`config.mk`:
```
export PLATFORM = sky130hd
export DESIGN_NAME = lru_key_value_cache_top_flat
export DESIGN_NICKNAME = d
export VERILOG_FILES = /design/src/sv/lrukv_pkg.sv /design/src/sv/lrukv_if.sv /design/src/sv/lrukv_ram.sv /design/src/sv/lru_key_value_cache_top.sv /design/src/flat_wrapper.sv
export SDC_FILE = /design/constraint.sdc
export NUM_CORES = 2
export LEC_CHECK = 0
export ABC_CLOCK_PERIOD_IN_PS = 7700
export BUFFER_PORTS_ARGS = -buffer_cell sky130_fd_sc_hd__buf_2
export CORE_ASPECT_RATIO = 1.25
export CORE_UTILIZATION = 30
export DETAILED_ROUTE_END_ITERATION = 8
export GPL_ROUTABILITY_DRIVEN = 0
export MAX_ROUTING_LAYER = met4
export PLACE_DENSITY = 0.46
export SKIP_LAST_GASP = 1
export SLEW_MARGIN = 20
export SYNTH_ARGS = -nofsm -noshare
export SYNTH_HDL_FRONTEND = slang
export SYNTH_SLANG_ARGS = --single-unit
```
`constraint.sdc`:
```
create_clock -name clock -period 7.7 [get_ports clock]
set_input_delay 0.385 -clock clock [delete_from_list [all_inputs] [get_ports clock]]
set_output_delay 0.385 -clock clock [all_outputs]
set_load 0.005 [all_outputs]
```
`src/sv/lrukv_pkg.sv`:
```
package lrukv_pkg;

   localparam int MAX_ENTRIES_DEFAULT = 16;
   localparam int KEY_BITS_DEFAULT    = 32;
   localparam int VALUE_BITS_DEFAULT  = 32;

   localparam int CAP_BITS = 5;
   localparam int OUT_BITS = 32;

   typedef logic [CAP_BITS-1:0] cap_type;
   typedef logic [OUT_BITS-1:0] out_value_type;

   localparam cap_type CAP_RESET = CAP_BITS'(16);

   typedef enum logic {
      MODE_GET = 1'b0,
      MODE_PUT = 1'b1
   } mode_type;

endpackage

```
`src/sv/lrukv_if.sv`:
```
interface lrukv_req_if #(
   parameter int KEY_BITS   = 32,
   parameter int VALUE_BITS = 32
);
   import lrukv_pkg::*;

   logic                  valid;
   logic                  ready;
   mode_type              mode;
   logic [KEY_BITS-1:0]   key;
   logic [VALUE_BITS-1:0] value;

   modport source (output valid, mode, key, value, input ready);
   modport sink   (input valid, mode, key, value, output ready);
endinterface

interface lrukv_rsp_if;
   import lrukv_pkg::*;

   logic          valid;
   logic          ready;
   logic          found;
   out_value_type read_value;

   modport source (output valid, found, read_value, input ready);
   modport sink   (input valid, found, read_value, output ready);
endinterface

```
`src/sv/lrukv_ram.sv`:
```
module lrukv_ram #(
   parameter int WIDTH = 32,
   parameter int DEPTH = 16,
   localparam int ADDR_BITS = (DEPTH > 1) ? $clog2(DEPTH) : 1
) (
   input  logic                 clock,
   input  logic                 write_enable,
   input  logic [ADDR_BITS-1:0] write_address,
   input  logic [WIDTH-1:0]     write_data,
   input  logic                 read_enable,
   input  logic [ADDR_BITS-1:0] read_address,
   output logic [WIDTH-1:0]     read_data
);

   logic [WIDTH-1:0] mem_ff [DEPTH];
   logic [WIDTH-1:0] read_data_ff;

   always_ff @(posedge clock) begin
      if (write_enable) begin
         mem_ff[write_address] <= write_data;
      end
      if (read_enable) begin
         read_data_ff <= mem_ff[read_address];
      end
   end

   assign read_data = read_data_ff;

endmodule

```
`src/sv/lru_key_value_cache_top.sv`:
```
// Fully associative key/value cache with least-recently-used replacement. Each request beat
// is a get or a put and yields exactly one response beat: found tells whether the key was
// present, read_value carries the stored value on a get hit and zero otherwise. A put on a
// new key fills the lowest free slot until the store holds the effective capacity (csr value
// clamped to 1..MAX_ENTRIES), then replaces the least recent entry. One beat is accepted per
// cycle while the response register is not stalled by rsp.ready; a beat waits in the input
// register, and its response is registered in the output register. The rate is set by the
// parallel key compare over all entries and the rank update, both combinational and applied
// together so the next beat sees the new state. Reset empties the store at once; there is no clearing pass.
module lru_key_value_cache_top #(
   parameter int MAX_ENTRIES = lrukv_pkg::MAX_ENTRIES_DEFAULT,
   parameter int KEY_BITS    = lrukv_pkg::KEY_BITS_DEFAULT,
   parameter int VALUE_BITS  = lrukv_pkg::VALUE_BITS_DEFAULT
) (
   input  logic              clock,
   input  logic              reset,
   input  logic              csr_write_enable,
   input  lrukv_pkg::cap_type csr_write_data,
   lrukv_req_if.sink         req,
   lrukv_rsp_if.source       rsp
);
   import lrukv_pkg::*;

   localparam int IDX_BITS  = (MAX_ENTRIES > 1) ? $clog2(MAX_ENTRIES) : 1;
   localparam int RANK_BITS = IDX_BITS;
   localparam int CNT_BITS  = $clog2(MAX_ENTRIES + 1);
   localparam int CMP_BITS  = (CNT_BITS > CAP_BITS) ? CNT_BITS : CAP_BITS;

   cap_type capacity_ff;

   logic                  in_valid_ff;
   mode_type              in_mode_ff;
   logic [KEY_BITS-1:0]   in_key_ff;
   logic [VALUE_BITS-1:0] in_value_ff;

   logic out_valid_ff, out_valid_in;
   logic out_found_ff;
   logic out_hit_get_ff;

   logic [MAX_ENTRIES-1:0] valid_ff, valid_in;
   logic [KEY_BITS-1:0]    key_ff  [MAX_ENTRIES];
   logic [RANK_BITS-1:0]   rank_ff [MAX_ENTRIES];
   logic [RANK_BITS-1:0]   rank_in [MAX_ENTRIES];
   logic [CNT_BITS-1:0]    count_ff, count_in;

   logic                   advance;
   logic                   is_put;
   logic                   hit;
   logic                   full;
   logic                   touch;
   logic                   insert_new;
   logic [MAX_ENTRIES-1:0] hit_oh, victim_oh, free_oh, target_oh;
   logic [RANK_BITS-1:0]   last_rank, hit_rank, old_rank;
   logic [IDX_BITS-1:0]    target_idx;
   logic [CMP_BITS-1:0]    eff_cap;

   logic [VALUE_BITS-1:0]          ram_read_data;
   logic [OUT_BITS+VALUE_BITS-1:0] value_wide;

   assign advance   = in_valid_ff && (!out_valid_ff || rsp.ready);
   assign req.ready = !in_valid_ff || advance;
   assign is_put    = (in_mode_ff == MODE_PUT);

   // effective capacity clamped to 1..MAX_ENTRIES
   always_comb begin
      if (capacity_ff == '0) begin
         eff_cap = CMP_BITS'(1);
      end else if (CMP_BITS'(capacity_ff) > CMP_BITS'(MAX_ENTRIES)) begin
         eff_cap = CMP_BITS'(MAX_ENTRIES);
      end else begin
         eff_cap = CMP_BITS'(capacity_ff);
      end
   end

   assign full      = CMP_BITS'(count_ff) >= eff_cap;
   // valid ranks are a permutation of 0..count-1, so the LRU entry holds count-1
   assign last_rank = RANK_BITS'(count_ff - 1'b1);
   assign free_oh   = ~valid_ff & (valid_ff + MAX_ENTRIES'(1));

   always_comb begin
      hit_rank = '0;
      for (int j = 0; j < MAX_ENTRIES; j++) begin
         hit_oh[j]    = valid_ff[j] && (key_ff[j] == in_key_ff);
         victim_oh[j] = valid_ff[j] && (rank_ff[j] == last_rank);
         if (hit_oh[j]) begin
            hit_rank = hit_rank | rank_ff[j];
         end
      end
      hit = |hit_oh;
   end

   always_comb begin
      if (hit) begin
         target_oh = hit_oh;
         old_rank  = hit_rank;
      end else if (full) begin
         target_oh = victim_oh;
         old_rank  = last_rank;
      end else begin
         // fill: every valid entry ages, all ranks are below count
         target_oh = free_oh;
         old_rank  = RANK_BITS'(count_ff);
      end
      target_idx = '0;
      for (int j = 0; j < MAX_ENTRIES; j++) begin
         if (target_oh[j]) begin
            target_idx = target_idx | IDX_BITS'(j);
         end
      end
   end

   assign touch      = advance && (hit || is_put);
   assign insert_new = advance && is_put && !hit;

   always_comb begin
      valid_in = valid_ff;
      count_in = count_ff;
      for (int j = 0; j < MAX_ENTRIES; j++) begin
         rank_in[j] = rank_ff[j];
         if (touch) begin
            if (target_oh[j]) begin
               rank_in[j] = '0;
            end else if (valid_ff[j] && (rank_ff[j] < old_rank)) begin
               rank_in[j] = rank_ff[j] + 1'b1;
            end
         end
      end
      if (insert_new && !full) begin
         valid_in = valid_ff | target_oh;
         count_in = count_ff + 1'b1;
      end
   end

   always_comb begin
      if (advance) begin
         out_valid_in = 1'b1;
      end else if (rsp.ready) begin
         out_valid_in = 1'b0;
      end else begin
         out_valid_in = out_valid_ff;
      end
   end

   always_ff @(posedge clock) begin
      if (reset) begin
         capacity_ff  <= CAP_RESET;
         in_valid_ff  <= 1'b0;
         out_valid_ff <= 1'b0;
         valid_ff     <= '0;
         count_ff     <= '0;
         for (int j = 0; j < MAX_ENTRIES; j++) begin
            rank_ff[j] <= '0;
         end
      end else begin
         if (csr_write_enable) begin
            capacity_ff <= csr_write_data;
         end
         if (req.ready) begin
            in_valid_ff <= req.valid;
         end
         out_valid_ff <= out_valid_in;
         valid_ff     <= valid_in;
         count_ff     <= count_in;
         for (int j = 0; j < MAX_ENTRIES; j++) begin
            rank_ff[j] <= rank_in[j];
         end
      end
   end

   always_ff @(posedge clock) begin
      if (req.valid && req.ready) begin
         in_mode_ff  <= req.mode;
         in_key_ff   <= req.key;
         in_value_ff <= req.value;
      end
      if (advance) begin
         out_found_ff   <= hit;
         out_hit_get_ff <= hit && !is_put;
      end
      for (int j = 0; j < MAX_ENTRIES; j++) begin
         if (insert_new && target_oh[j]) begin
            key_ff[j] <= in_key_ff;
         end
      end
   end

   // value store: put writes the target slot, get hit reads into the response register
   lrukv_ram #(
      .WIDTH (VALUE_BITS),
      .DEPTH (MAX_ENTRIES)
   ) u_value_ram (
      .clock         (clock),
      .write_enable  (advance && is_put),
      .write_address (target_idx),
      .write_data    (in_value_ff),
      .read_enable   (advance && !is_put && hit),
      .read_address  (target_idx),
      .read_data     (ram_read_data)
   );

   assign value_wide     = {{OUT_BITS{1'b0}}, ram_read_data};
   assign rsp.valid      = out_valid_ff;
   assign rsp.found      = out_found_ff;
   assign rsp.read_value = out_hit_get_ff ? value_wide[OUT_BITS-1:0] : '0;

endmodule
```
`src/flat_wrapper.sv`:
```
// flat-port wrapper written by rule: the top's interface ports become plain ports
module lru_key_value_cache_top_flat import lrukv_pkg::*;
#(
   parameter int MAX_ENTRIES = lrukv_pkg::MAX_ENTRIES_DEFAULT,
   parameter int KEY_BITS    = lrukv_pkg::KEY_BITS_DEFAULT,
   parameter int VALUE_BITS  = lrukv_pkg::VALUE_BITS_DEFAULT
)
  (clock, reset, csr_write_enable, csr_write_data, req_valid, req_mode, req_key, req_value, req_ready, rsp_valid, rsp_found, rsp_read_value, rsp_ready);
  lrukv_req_if #(.KEY_BITS(KEY_BITS), .VALUE_BITS(VALUE_BITS)) req_i ();
  lrukv_rsp_if rsp_i ();
  input  logic clock;
  input  logic reset;
  input  logic csr_write_enable;
  input  lrukv_pkg::cap_type csr_write_data;
  input wire logic [$bits(req_i.valid)-1:0] req_valid;
  input wire logic [$bits(req_i.mode)-1:0] req_mode;
  input wire logic [$bits(req_i.key)-1:0] req_key;
  input wire logic [$bits(req_i.value)-1:0] req_value;
  output wire logic [$bits(req_i.ready)-1:0] req_ready;
  output wire logic [$bits(rsp_i.valid)-1:0] rsp_valid;
  output wire logic [$bits(rsp_i.found)-1:0] rsp_found;
  output wire logic [$bits(rsp_i.read_value)-1:0] rsp_read_value;
  input wire logic [$bits(rsp_i.ready)-1:0] rsp_ready;
  assign req_i.valid = req_valid;
  assign req_i.mode = req_mode;
  assign req_i.key = req_key;
  assign req_i.value = req_value;
  assign req_ready = req_i.ready;
  assign rsp_valid = rsp_i.valid;
  assign rsp_found = rsp_i.found;
  assign rsp_read_value = rsp_i.read_value;
  assign rsp_i.ready = rsp_ready;
  lru_key_value_cache_top #(.MAX_ENTRIES(MAX_ENTRIES), .KEY_BITS(KEY_BITS), .VALUE_BITS(VALUE_BITS)) u_core (.clock(clock), .reset(reset), .csr_write_enable(csr_write_enable), .csr_write_data(csr_write_data), .req(req_i), .rsp(rsp_i));
endmodule
```
==> impl_metrics.py <==
metrics = {
    "global_routing": {
        "grt-ovfl-total": 0,
        "grt_usage": 0.1752,
        "grt_pass1_vias": 30280,
        "grt_pass1_wl_um": 217700,
        "grt_max_degree": 149,
        "antenna_found_initial": 10,
    },
    "drt": {
        "wl_um": 150500,
        "wl_per_cell_um": 24.10,
        "firstDrtPassIters": 5,
        "route.vias.total": 30080,
        "drt_iter0_drc": 1939,
        "via_per_inst": 4.817,
        "drc": 0,
        "antenna_left": 0,
    },
    "synth": {
        "synthCells": 3481,
        "synthFlopType": "edfxtp_1",
        "synth_edf_count": 1123,
        "synth.ff_latch_count": 1215,
        "ys_top_cells_by_area": "edfxtp_1, xor2_1, mux2i_1",
        "synth_area_mm2": 0.05238,
        "yosysTopAreaCell": "edfxtp_1",
        "synth_cell_types": 77,
        "ys_seq_area_frac": 0.6789,
        "yosysWarnings": 0,
        "synth_top_cell_area_share": 0.6438,
        "synth_fp_nets": 3627,
        "async_flop_share": 0,
        "syn_avg_cell_area_um2": 15.05,
    },
    "power": {
        "ir_drop_mv": 0.1693,
        "power_mw": 14.33,
        "leakagePower_nw": 20.61,
        "power_density_mw_per_mm2": 232.9,
    },
    "timing": {
        "final-setup-viol-count": 0,
        "period_needed_ps": 6065,
        "finClkSkew_ps": 57.01,
        "hold_viol_final": 0,
        "fin_crit_sh": 0.7877,
        "rsz0062_at_grt": "false",
        "maxSlewHeadroom": 0.2584,
        "fmax_ghz": 0.1649,
        "report.final.slew_viol_count": 0,
        "worst_pin_slew_ps": 1112,
        "tns_ps": 0,
    },
    "clock_network": {
        "cts_tree": "done",
        "clk_pin_slew_ps": 70,
        "postCtsSetupBuffers": 0,
        "cts_buffer_depth": 3,
        "clock-root-buffer": "clkbuf_16",
        "cts_resized": 0,
        "insertion_delay_ps": 800,
        "cts_sinks": 1215,
        "htree_levels": 4,
        "cts_buffers": 136,
    },
    "placed_design": {
        "portBuffers": 109,
        "dp_hpwl_um": 93210,
    },
    "layout": {
        "layout.nets": 3949,
        "fillerInstances": 16640,
        "fin_util": 0.3546,
        "syn_to_final_growth_pct": 17.45,
        "drive_above_1_share": 0.1372,
    },
    "die": {
        "die_h_um": 469.2,
        "start_util": 0.3019,
        "core-area_mm2": 0.1735,
        "io-pin-count": 110,
        "fp.dieW_um": 375.7,
        "rows": 171,
        "die_area_mm2": 0.1763,
    },
    "hold_path": {
        "whs_path_depth": 2,
        "hp-class": "in -> reg",
    },
    "worst_setup_path": {
        "critPathKind": "reg -> reg",
        "cp_slowest_stage_delay_ps": 1050,
        "cp.arrival_ps": 6570,
        "cpMaxStageDelayCell": "edfxtp_1",
        "critPathCaptureType": "register",
        "path_cells": "buf_4 -> xor2_1 -> nor4_1 -> nand3_1 -> nor3_1 -> buf_4 -> nor4_1 -> and4_4 -> clkinv_2 -> a21o_1 -> nand2_8 -> buf_12 -> mux2i_1 -> o22ai_1 -> or4b_1",
        "crit_required_ps": 8210,
        "rr_worst_depth": 15,
        "crit_fanout": 148,
        "start_kind": "register",
    },
    "flow_run": {
        "drv_cap": 0,
    },
    "outcome": {
        "status": "finished clean",
    },
}
[state kept, by name (all words and copies together), names as in the netlist, 5 cells and up]
register and flops:
u_core.valid_ff 16, u_core.in_key_ff 32, u_core.u_value_ram.mem_ff 512, u_core.count_ff 5
u_core.capacity_ff 5, u_core.key_ff 512, u_core.u_value_ram.read_data 32, u_core.in_value_ff 32
u_core.rank_ff 64
[worst max-delay path: cells and delay by family, from the launching register on]
kind | cells | cell delay (ps)
compound gates | 2 | 490
mux | 1 | 350
xor+xnor | 1 | 160
buf+inv | 4 | 1470
simple gates | 7 | 1990
flops | 1 | 1050
[cell usage in the layout, fill, tap and decap left out, drive strengths merged, types with 5 or more instances in the layout]
cell type | netlist | routed
dlygate4sd3 | 0 | 78
nand3 | 88 | 88
dfxtp | 92 | 92
clkbuf | 50 | 178
or4b | 33 | 33
inv | 42 | 47
edfxtp | 1123 | 1123
nor2 | 85 | 85
mux2i | 244 | 244
o211ai | 17 | 17
xor2 | 482 | 482
nor2b | 8 | 8
o21bai | 14 | 14
and2 | 39 | 39
o21ai | 45 | 45
clkinv | 1 | 56
nor3 | 54 | 54
a22oi | 18 | 18
nand2 | 146 | 146
ha | 71 | 71
a211oi | 9 | 9
nand4 | 76 | 76
a31o | 5 | 5
xnor2 | 91 | 91
o22ai | 104 | 104
a21oi | 76 | 76
and3 | 56 | 56
buf | 120 | 276
nor4 | 130 | 130
nand2b | 22 | 22
xnor3 | 10 | 10
and4b | 8 | 8
or2 | 5 | 5
a211o | 33 | 33
a21boi | 24 | 24
or3 | 11 | 11
[cell usage after synthesis, drive strengths merged, types with 56 or more instances]
cell,n
a21oi,76
and3,56
buf,120
dfxtp,92
edfxtp,1123
ha,71
mux2i,244
nand2,146
nand3,88
nand4,76
nor2,85
nor4,130
o22ai,104
xnor2,91
xor2,482
[routing by layer]
metal	routed length, um	vias up	share of wire	global-route usage
met5	0	-	0	-
met4	3278	0	0.022	0.04595
met3	5336	215	0.035	0.02508
met2	75260	642	0.50	0.2955
met1	66630	15340	0.44	0.2198
li1	-	13890	-	-
[power breakdown]
part | switching, mW | internal, mW
combinational | 0.542 | 0.290
sequential | 0.0861 | 7.27
clock | 2.73 | 3.41
total | 3.36 | 11.0
[path summary, 6_finish.rpt]
check	from	endpoint	slack [ps]
worst max register to register	u_core.in_key_ff[26]$_DFFE_PP_	u_core.u_value_ram.read_data[15]$_DFFE_PP_	1640
worst min register to register	u_core.in_key_ff[11]$_DFFE_PP_	u_core.key_ff[7][43]$_DFFE_PP_	460
worst max-delay path	u_core.in_key_ff[26]$_DFFE_PP_	u_core.u_value_ram.read_data[15]$_DFFE_PP_	1640
worst min-delay path	reset	u_core.valid_ff[13]$_SDFFE_PP0P_	170
[layout make-up]
type                            count  area [um^2]  share of cell area
Inverter                           43        162.7            0.002644
Tap cell                         2335         2922             0.04749
Clock inverter                     65        611.8            0.009944
Multi-Input combinational cell   2053        15790              0.2567
Sequential cell                  1215        35560              0.5780
Timing Repair Buffer              354         2895             0.04706
Clock buffer                      178         3571             0.05804
Antenna cell                        2        5.005          0.00008135
[cells by family after synthesis]
family | Yosys count | share of synthesized area
xor+xnor | 583 | 0.1004
flops | 1215 | 0.6789
simple gates | 771 | 0.08293
compound gates | 380 | 0.04863
fa+ha+maj | 71 | 0.01696
mux | 248 | 0.04772
buf+inv | 213 | 0.02444
[timing repair]
action,CTS,global route
endpoints found under the setup margin,0,0
endpoints found under the hold margin,72,0
hold buffers,78,0
[through the flow]
step | area [um^2] | std cells | setup WS (ps) | hold slack (ps)
after floorplan | 52380 | 3481 | 2065 | 458.0
after global placement | 56500 | 5920 | 1646 | 437.4
after detailed placement | 56560 | 5922 | 1663 | 448.1
after CTS | 61520 | 6243 | 1640 | 94.09
after global routing | 61520 | 6244 | 1341 | 156.3
final | 61530 | 6245 | 1635 | 174.5
Power figures use the tool's default switching activity.
